--- src/rtl/core/sha1mh_pkg.sv ---
package sha1mh_pkg;

    typedef logic [31:0] word_t;

    // Chaining value, entry 0 is h0
    typedef logic [4:0][31:0] chain_t;

    typedef struct packed {
        word_t a;
        word_t b;
        word_t c;
        word_t d;
        word_t e;
    } work_vars_t;

    // Control from the sequencer to the message schedule
    typedef struct packed {
        logic       wr_en;
        logic [5:0] wr_idx;
        logic [7:0] wr_byte;
        logic       shift;
    } sched_ctrl_t;

    localparam chain_t SHA1_IV = {
        32'hC3D2E1F0, 32'h10325476, 32'h98BADCFE, 32'hEFCDAB89, 32'h67452301
    };

    localparam word_t K_CH  = 32'h5A827999;
    localparam word_t K_PA0 = 32'h6ED9EBA1;
    localparam word_t K_MAJ = 32'h8F1BBCDC;
    localparam word_t K_PA1 = 32'hCA62C1D6;

    localparam logic [7:0] PAD_MARK   = 8'h80;
    localparam logic [6:0] ROUND_LAST = 7'd79;
    localparam logic [5:0] FILL_LAST  = 6'd63;
    localparam logic [5:0] LEN_START  = 6'd56;
    localparam logic [2:0] WORD_LAST  = 3'd4;

    localparam logic [1:0] OP_ABSORB     = 2'd0;
    localparam logic [1:0] OP_ABSORB_FIN = 2'd1;
    localparam logic [1:0] OP_FINISH     = 2'd2;

endpackage

--- src/rtl/core/sha1mh_round.sv ---
module sha1mh_round (
    input  logic [6:0]              rnd,
    input  sha1mh_pkg::work_vars_t  cur,
    input  sha1mh_pkg::word_t       w,
    output sha1mh_pkg::work_vars_t  nxt
);
    import sha1mh_pkg::*;

    word_t f;
    word_t k;
    word_t t;

    always_comb
    begin
        if (rnd < 7'd20)
        begin
            f = (cur.b & cur.c) | (~cur.b & cur.d);
            k = K_CH;
        end
        else if (rnd < 7'd40)
        begin
            f = cur.b ^ cur.c ^ cur.d;
            k = K_PA0;
        end
        else if (rnd < 7'd60)
        begin
            f = (cur.b & cur.c) | (cur.b & cur.d) | (cur.c & cur.d);
            k = K_MAJ;
        end
        else
        begin
            f = cur.b ^ cur.c ^ cur.d;
            k = K_PA1;
        end
        t = {cur.a[26:0], cur.a[31:27]} + f + cur.e + k + w;

        nxt.a = t;
        nxt.b = cur.a;
        nxt.c = {cur.b[1:0], cur.b[31:2]};
        nxt.d = cur.c;
        nxt.e = cur.d;
    end

endmodule

--- src/rtl/core/sha1mh_sched.sv ---
module sha1mh_sched (
    input  logic                     clk,
    input  sha1mh_pkg::sched_ctrl_t  ctrl,
    output sha1mh_pkg::word_t        w
);
    import sha1mh_pkg::*;

    // Block buffer and expansion window in one: bytes land here, rounds shift it
    word_t win_reg [16];
    word_t w_new;

    assign w   = win_reg[0];
    assign w_new = win_reg[13] ^ win_reg[8] ^ win_reg[2] ^ win_reg[0];

    always_ff @(posedge clk)
    begin
        if (ctrl.shift)
        begin
            for (int i = 0; i < 15; i++)
            begin
                win_reg[i] <= win_reg[i + 1];
            end
            win_reg[15] <= {w_new[30:0], w_new[31]};
        end
        else if (ctrl.wr_en)
        begin
            // big-endian: byte 0 of a word goes to bits 31:24
            win_reg[ctrl.wr_idx[5:2]][{~ctrl.wr_idx[1:0], 3'b000} +: 8] <= ctrl.wr_byte;
        end
    end

endmodule

--- src/rtl/core/sha1_message_hasher.sv ---
// Channel   Ports                                         Handshake
// request   opcode, msg_byte                              start && !busy
// digest    digest_word, word_index, last_word            digest_valid per word
//
// An absorbed byte is written straight into the block; the 64th byte of a block also starts
// a compression (one load, 80 rounds through the single round unit, one chaining add).
// A finish writes padding one byte per cycle to the end of its last block, compresses
// one or two blocks, then sends five digest words back to back.
// busy drops as the fifth word goes out; the digest receiver cannot stall.
// rst_n clears the control state and reloads the initial chaining value.
module sha1_message_hasher (
    input  logic        clk,
    input  logic        rst_n,
    input  logic        start,
    output logic        busy,
    input  logic [1:0]  opcode,
    input  logic [7:0]  msg_byte,
    output logic        digest_valid,
    output logic [31:0] digest_word,
    output logic [2:0]  word_index,
    output logic        last_word
);
    import sha1mh_pkg::*;

    localparam logic [2:0] ST_IDLE  = 3'd0;
    localparam logic [2:0] ST_PAD   = 3'd1;
    localparam logic [2:0] ST_LOAD  = 3'd2;
    localparam logic [2:0] ST_ROUND = 3'd3;
    localparam logic [2:0] ST_ADD   = 3'd4;
    localparam logic [2:0] ST_EMIT  = 3'd5;

    logic [2:0]  state_reg, state_next;
    logic [6:0]  rnd_reg, rnd_next;
    logic [5:0]  fill_reg, fill_next;
    logic [63:0] bits_reg, bits_next;
    logic        fin_reg, fin_next;
    logic        mark_reg, mark_next;
    logic        final_reg, final_next;
    logic [2:0]  idx_reg, idx_next;
    chain_t      h_reg, h_next;
    work_vars_t  wv_reg, wv_next;
    logic        valid_reg, valid_next;
    word_t       dword_reg, dword_next;
    logic [2:0]  windex_reg, windex_next;
    logic        wlast_reg, wlast_next;

    sched_ctrl_t sctrl;
    word_t       w_cur;
    work_vars_t  wv_round;
    logic [7:0]  tail_byte;

    sha1mh_sched u_sched (
        .clk  (clk),
        .ctrl (sctrl),
        .w    (w_cur)
    );

    sha1mh_round u_round (
        .rnd (rnd_reg),
        .cur (wv_reg),
        .w   (w_cur),
        .nxt (wv_round)
    );

    assign busy         = (state_reg != ST_IDLE);
    assign digest_valid = valid_reg;
    assign digest_word  = dword_reg;
    assign word_index   = windex_reg;
    assign last_word    = wlast_reg;

    // Length bytes go out most significant first in bytes 56..63
    always_comb
    begin
        if (mark_reg)
        begin
            tail_byte = PAD_MARK;
        end
        else if (final_reg && (fill_reg[5:3] == 3'b111))
        begin
            tail_byte = bits_reg[{~fill_reg[2:0], 3'b000} +: 8];
        end
        else
        begin
            tail_byte = 8'h00;
        end
    end

    always_comb
    begin
        state_next  = state_reg;
        rnd_next    = rnd_reg;
        fill_next   = fill_reg;
        bits_next   = bits_reg;
        fin_next    = fin_reg;
        mark_next   = mark_reg;
        final_next  = final_reg;
        idx_next    = idx_reg;
        h_next      = h_reg;
        wv_next     = wv_reg;
        valid_next  = 1'b0;
        dword_next  = dword_reg;
        windex_next = windex_reg;
        wlast_next  = wlast_reg;
        sctrl       = '{wr_en: 1'b0, wr_idx: fill_reg, wr_byte: msg_byte, shift: 1'b0};

        unique case (state_reg)
            ST_IDLE:
            begin
                if (start)
                begin
                    final_next = 1'b0;
                    if (opcode == OP_ABSORB || opcode == OP_ABSORB_FIN)
                    begin
                        sctrl.wr_en = 1'b1;
                        fill_next   = fill_reg + 6'd1;
                        bits_next   = bits_reg + 64'd8;
                        fin_next    = (opcode == OP_ABSORB_FIN);
                        mark_next   = (opcode == OP_ABSORB_FIN);
                        if (fill_reg == FILL_LAST)
                        begin
                            state_next = ST_LOAD;
                        end
                        else if (opcode == OP_ABSORB_FIN)
                        begin
                            state_next = ST_PAD;
                        end
                    end
                    else if (opcode == OP_FINISH)
                    begin
                        fin_next   = 1'b1;
                        mark_next  = 1'b1;
                        state_next = ST_PAD;
                    end
                end
            end
            ST_PAD:
            begin
                sctrl.wr_en   = 1'b1;
                sctrl.wr_byte = tail_byte;
                fill_next     = fill_reg + 6'd1;
                if (mark_reg)
                begin
                    mark_next  = 1'b0;
                    // length fits after the mark only if the mark lands below byte 56
                    final_next = (fill_reg < LEN_START);
                end
                if (fill_reg == FILL_LAST)
                begin
                    state_next = ST_LOAD;
                end
            end
            ST_LOAD:
            begin
                wv_next    = '{a: h_reg[0], b: h_reg[1], c: h_reg[2],
                               d: h_reg[3], e: h_reg[4]};
                rnd_next   = 7'd0;
                state_next = ST_ROUND;
            end
            ST_ROUND:
            begin
                sctrl.shift = 1'b1;
                wv_next     = wv_round;
                rnd_next    = rnd_reg + 7'd1;
                if (rnd_reg == ROUND_LAST)
                begin
                    state_next = ST_ADD;
                end
            end
            ST_ADD:
            begin
                h_next[0] = h_reg[0] + wv_reg.a;
                h_next[1] = h_reg[1] + wv_reg.b;
                h_next[2] = h_reg[2] + wv_reg.c;
                h_next[3] = h_reg[3] + wv_reg.d;
                h_next[4] = h_reg[4] + wv_reg.e;
                if (!fin_reg)
                begin
                    state_next = ST_IDLE;
                end
                else if (final_reg)
                begin
                    idx_next   = 3'd0;
                    state_next = ST_EMIT;
                end
                else
                begin
                    // the next block carries the length, after the mark if it is still pending
                    if (!mark_reg)
                    begin
                        final_next = 1'b1;
                    end
                    state_next = ST_PAD;
                end
            end
            ST_EMIT:
            begin
                valid_next  = 1'b1;
                dword_next  = h_reg[idx_reg];
                windex_next = idx_reg;
                wlast_next  = (idx_reg == WORD_LAST);
                idx_next    = idx_reg + 3'd1;
                if (idx_reg == WORD_LAST)
                begin
                    h_next     = SHA1_IV;
                    fill_next  = 6'd0;
                    bits_next  = 64'd0;
                    fin_next   = 1'b0;
                    final_next = 1'b0;
                    state_next = ST_IDLE;
                end
            end
            default:
            begin
                state_next = ST_IDLE;
            end
        endcase
    end

    always_ff @(posedge clk or negedge rst_n)
    begin
        if (!rst_n)
        begin
            state_reg <= ST_IDLE;
            rnd_reg   <= 7'd0;
            fill_reg  <= 6'd0;
            bits_reg  <= 64'd0;
            fin_reg   <= 1'b0;
            mark_reg  <= 1'b0;
            final_reg <= 1'b0;
            idx_reg   <= 3'd0;
            h_reg     <= SHA1_IV;
            valid_reg <= 1'b0;
        end
        else
        begin
            state_reg <= state_next;
            rnd_reg   <= rnd_next;
            fill_reg  <= fill_next;
            bits_reg  <= bits_next;
            fin_reg   <= fin_next;
            mark_reg  <= mark_next;
            final_reg <= final_next;
            idx_reg   <= idx_next;
            h_reg     <= h_next;
            valid_reg <= valid_next;
        end
    end

    always_ff @(posedge clk)
    begin
        wv_reg     <= wv_next;
        dword_reg  <= dword_next;
        windex_reg <= windex_next;
        wlast_reg  <= wlast_next;
    end

`ifndef SYNTHESIS
    a_last_is_fifth: assert property (@(posedge clk) disable iff (!rst_n)
        digest_valid && last_word |-> word_index == WORD_LAST)
        else $error("last digest word not at index four");

    a_words_back_to_back: assert property (@(posedge clk) disable iff (!rst_n)
        digest_valid && !last_word |=> digest_valid && word_index == $past(word_index) + 3'd1)
        else $error("digest words not consecutive");

    a_finish_goes_busy: assert property (@(posedge clk) disable iff (!rst_n)
        start && !busy && opcode == OP_FINISH |=> busy && fin_reg)
        else $error("finish request did not start padding");

    a_emit_block_aligned: assert property (@(posedge clk) disable iff (!rst_n)
        state_reg == ST_EMIT |-> fill_reg == 6'd0 && !mark_reg)
        else $error("digest sent with partial block pending");

    a_round_range: assert property (@(posedge clk) disable iff (!rst_n)
        state_reg == ST_ROUND |-> rnd_reg <= ROUND_LAST)
        else $error("round counter out of range");
`endif

endmodule

--- config.mk ---
export PLATFORM = sky130hd
export DESIGN_NAME = sha1_message_hasher
export DESIGN_NICKNAME = d
export VERILOG_FILES = /design/src/rtl/core/sha1mh_pkg.sv /design/src/rtl/core/sha1mh_round.sv /design/src/rtl/core/sha1mh_sched.sv /design/src/rtl/core/sha1_message_hasher.sv
export SDC_FILE = /design/constraint.sdc
export NUM_CORES = 2
export LEC_CHECK = 0
export ABC_AREA = 0
export BUFFER_PORTS_ARGS = -buffer_cell sky130_fd_sc_hd__buf_4
export CAP_MARGIN = 20
export CORE_ASPECT_RATIO = 0.75
export CORE_UTILIZATION = 55
export DETAILED_ROUTE_END_ITERATION = 16
export PLACE_DENSITY = 0.69
export SLEW_MARGIN = 20
export SYNTH_ARGS = -nofsm -noshare
export SYNTH_HDL_FRONTEND = slang
export SYNTH_SLANG_ARGS = --single-unit
--- constraint.sdc ---
create_clock -name clk -period 6.75 [get_ports clk]
set_input_delay 0.3375 -clock clk [delete_from_list [all_inputs] [get_ports clk]]
set_output_delay 0.3375 -clock clk [all_outputs]
set_load 0.01 [all_outputs]
==> impl_metrics.toml <==
[run_status]
status = "completed"

[worst_setup_path]
worstSetupStartpointType = "flop"
critPathKind = "reg -> reg"
crit_path_end_kind = "flop"
cp_slowest_cell = "inv_1"
crit_path_max_incr_delay_ns = 0.64
crit_required_ns = 7.19
critPathMaxFanout = 16
crit_chain = "a41oi_1 > buf_4 > nand2_1 > nand2_1 > inv_1 > a221oi_1 > fa_1 > inv_1 > ha_1 > a21oi_1 > o21bai_1 > nor4_1 > or3b_2 > a211oi_1 > o211ai_1 > and2_1 > o21ai_0 > a21oi_1 > nand3b_1"
arrival_ns = 6.51
reg2reg_setup_slack_ns = 0.69

[cells_and_area]
antenna_cells = 0
largest_register_ffs = 512
final_area_um2 = 59100
syn_to_final_growth_pct = 8.34
nNetsFinal = 5777
drive_above_1_share_pct = 7.12

[hold_path]
hold_class = "in -> reg"

[yosys]
netlist_area_um2 = 54600
synth_edf_count = 708
ys_warn_count = 0
synth_largest_area_cell = "edfxtp_1"
synth_cells = 5517
synthTopCellsByArea = "edfxtp_1, nand2_1, o21ai_0"
postSynthNetCount = 5857
ys_ff_latch = 952
synth.distinct_cells = 77
synth.yosys.seq_area_share_pct = 50.3
synth_top_area_share_pct = 39.0
synth.most_common_cell = "nand2_1"
syn_avg_cell_area_um2 = 9.89
ys.flop_type = "edfxtp_1"
async_reset_ff_share_pct = 25.6
ys_top_cells_by_count = "nand2_1, o21ai_0, edfxtp_1, inv_1, nor2_1"

[floorplanning]
die-area_um2 = 100000
rows = 99
die_x_um = 366
die_y_um = 275
initial_core_util_pct = 55.8
core_um2 = 97700
ioPinCount = 51

[cts]
hold_buffers = 2
cts_root_buffer = "clkbuf_16"
cts_sinks = 952
cts_resized = 0
cts_buffers = 95
clkTransAtPathRegs_ns = 0.07
worstSkewPairLatency_ns = 0.72
post_cts_buffers = 0
cts_buffer_depth = 3
cts_tree = "built"
h-tree-depth = 3

[global_routing]
grt_pass1_vias = 38700
grt_pass1_wl_um = 241000
grt_max_degree = 149
grtUsageTotal_pct = 31.4
grt-ovfl-total = 0
antenna_found_initial = 2

[drt]
detail_route.vias_per_cell = 6.11
dr.first_iter.drc_count = 4837
wire_per_inst_um = 23.1
vias = 41700
drtAntennaViolNets = 0
remaining_drc_errors = 0
firstDrtPassIters = 6
wl_um = 158000

[timing]
layout_setup_ws_ns = 0.686
hold_viol = 0
max_freq_mhz = 165
finalSetupViolCount = 0
finalCriticalPeriod_ns = 6.06
rsz0062_at_grt = "no"
worst_slew_pin_slew_ns = 1.17
final_max_slew_viol_count = 0
fin_setup_tns_ns = 0
clock_skew_ns = 0.0367
fin_crit_sh_pct = 89.8
slew_headroom_pct = 20.9

[pwr]
leakage_nw = 25.1
ir_drop_mv = 0.209
power_density_nw_per_um2 = 199

[place]
io_buffers = 50
place_ws_ns = 0.765
place_area_um2 = 56000
place.gp.congestion = 1.01
dpl.hpwl_um = 111000

[job]
drv_cap = 0
-- final timing paths --
kind                                                      start                              end  cells past startpoint
worst max-delay path                     rnd_reg[3]$_DFFE_PN0P_            wv_reg[158]$_DFFE_PP_                     19
worst min-delay path                                  opcode[1]              fin_reg$_DFFE_PN0P_                      4
worst max register to register           rnd_reg[3]$_DFFE_PN0P_            wv_reg[158]$_DFFE_PP_                     19
worst min register to register  u_sched.win_reg[7][2]$_DFFE_PP_  u_sched.win_reg[6][2]$_DFFE_PP_                      2
max in group asynchronous                                 rst_n            h_reg[53]$_DFFE_PN0P_                      3
min in group asynchronous                                 rst_n         bits_reg[11]$_DFFE_PN0P_                      2
-- kinds of logic after synthesis --
group | share of synthesized area [%]
muxes | 2.80
DFF | 50.3
AOI/OAI and AO/OA | 14.3
and+or+nand+nor | 14.4
adders and majority gates | 9.11
xor gates and xnor gates | 4.96
buffers and inverters | 4.11
-- per-layer routing --
metal  vias to the layer above  wire [µm]  share of wire (%)  GRT usage [%]
li1                      19200          -                  -              -
met4                         2       4980                3.2           9.56
met2                      2091      66600                 42           45.4
met1                     20200      69600                 44           47.5
met3                       276      17000                 11           6.39
met5                         -         13             0.0082              0
-- cell usage in the layout (no fill, tap or decap), drive strengths merged, types with 33 or more instances in the layout --
cell       n
nand2   1210
o21ai    845
edfxtp   708
inv      343
nor2     248
a21oi    225
ha       210
xnor2    170
dfrtp    164
xor2     139
clkbuf   134
fa       117
nand3    113
dfstp     80
buf       79
a21o      75
nor3      68
mux2i     46
mux4      45
or3       33
-- stage by stage --
| stage | power, mW | hold slack (ns) | utilization [%] | std cells |
|---|---|---|---|---|
| after global routing | 12.0 | 0.110 | 60.5 | 6832 |
| after CTS | 11.8 | 0.0256 | 60.5 | 6832 |
| after global placement | 6.47 | 0.392 | 57.3 | 6651 |
| after floorplan | 6.39 | 0.0419 | - | 5517 |
| final | 11.8 | 0.0718 | 60.5 | 6832 |
| after detailed placement | 6.47 | 0.391 | 57.3 | 6651 |
-- power by group --
| part | switching [mW] | internal (mW) |
|---|---|---|
| Clock | 2.42 | 3.01 |
| Combinational | 0.109 | 0.0173 |
| Sequential | 0.00331 | 6.22 |
-- worst max-delay path: cells and delay by family, from the launching register on --
| kind | cells | cell delay (ns) |
|---|---|---|
| buf+inv | 3 | 0.91 |
| flops | 1 | 0.47 |
| fa+ha+maj | 2 | 0.87 |
| simple gates | 6 | 1.76 |
| compound gates | 8 | 1.79 |
-- layout make-up --
type,count,area (µm²)
clock buffer,134,2660
fill,8151,38600
inverter,338,1270
timing repair buffer,81,671
clock inverter,45,478
tap,1313,1640
multi-input combinational,3969,24900
sequential,952,27500
Note: power is estimated with default switching activity, not from simulation.
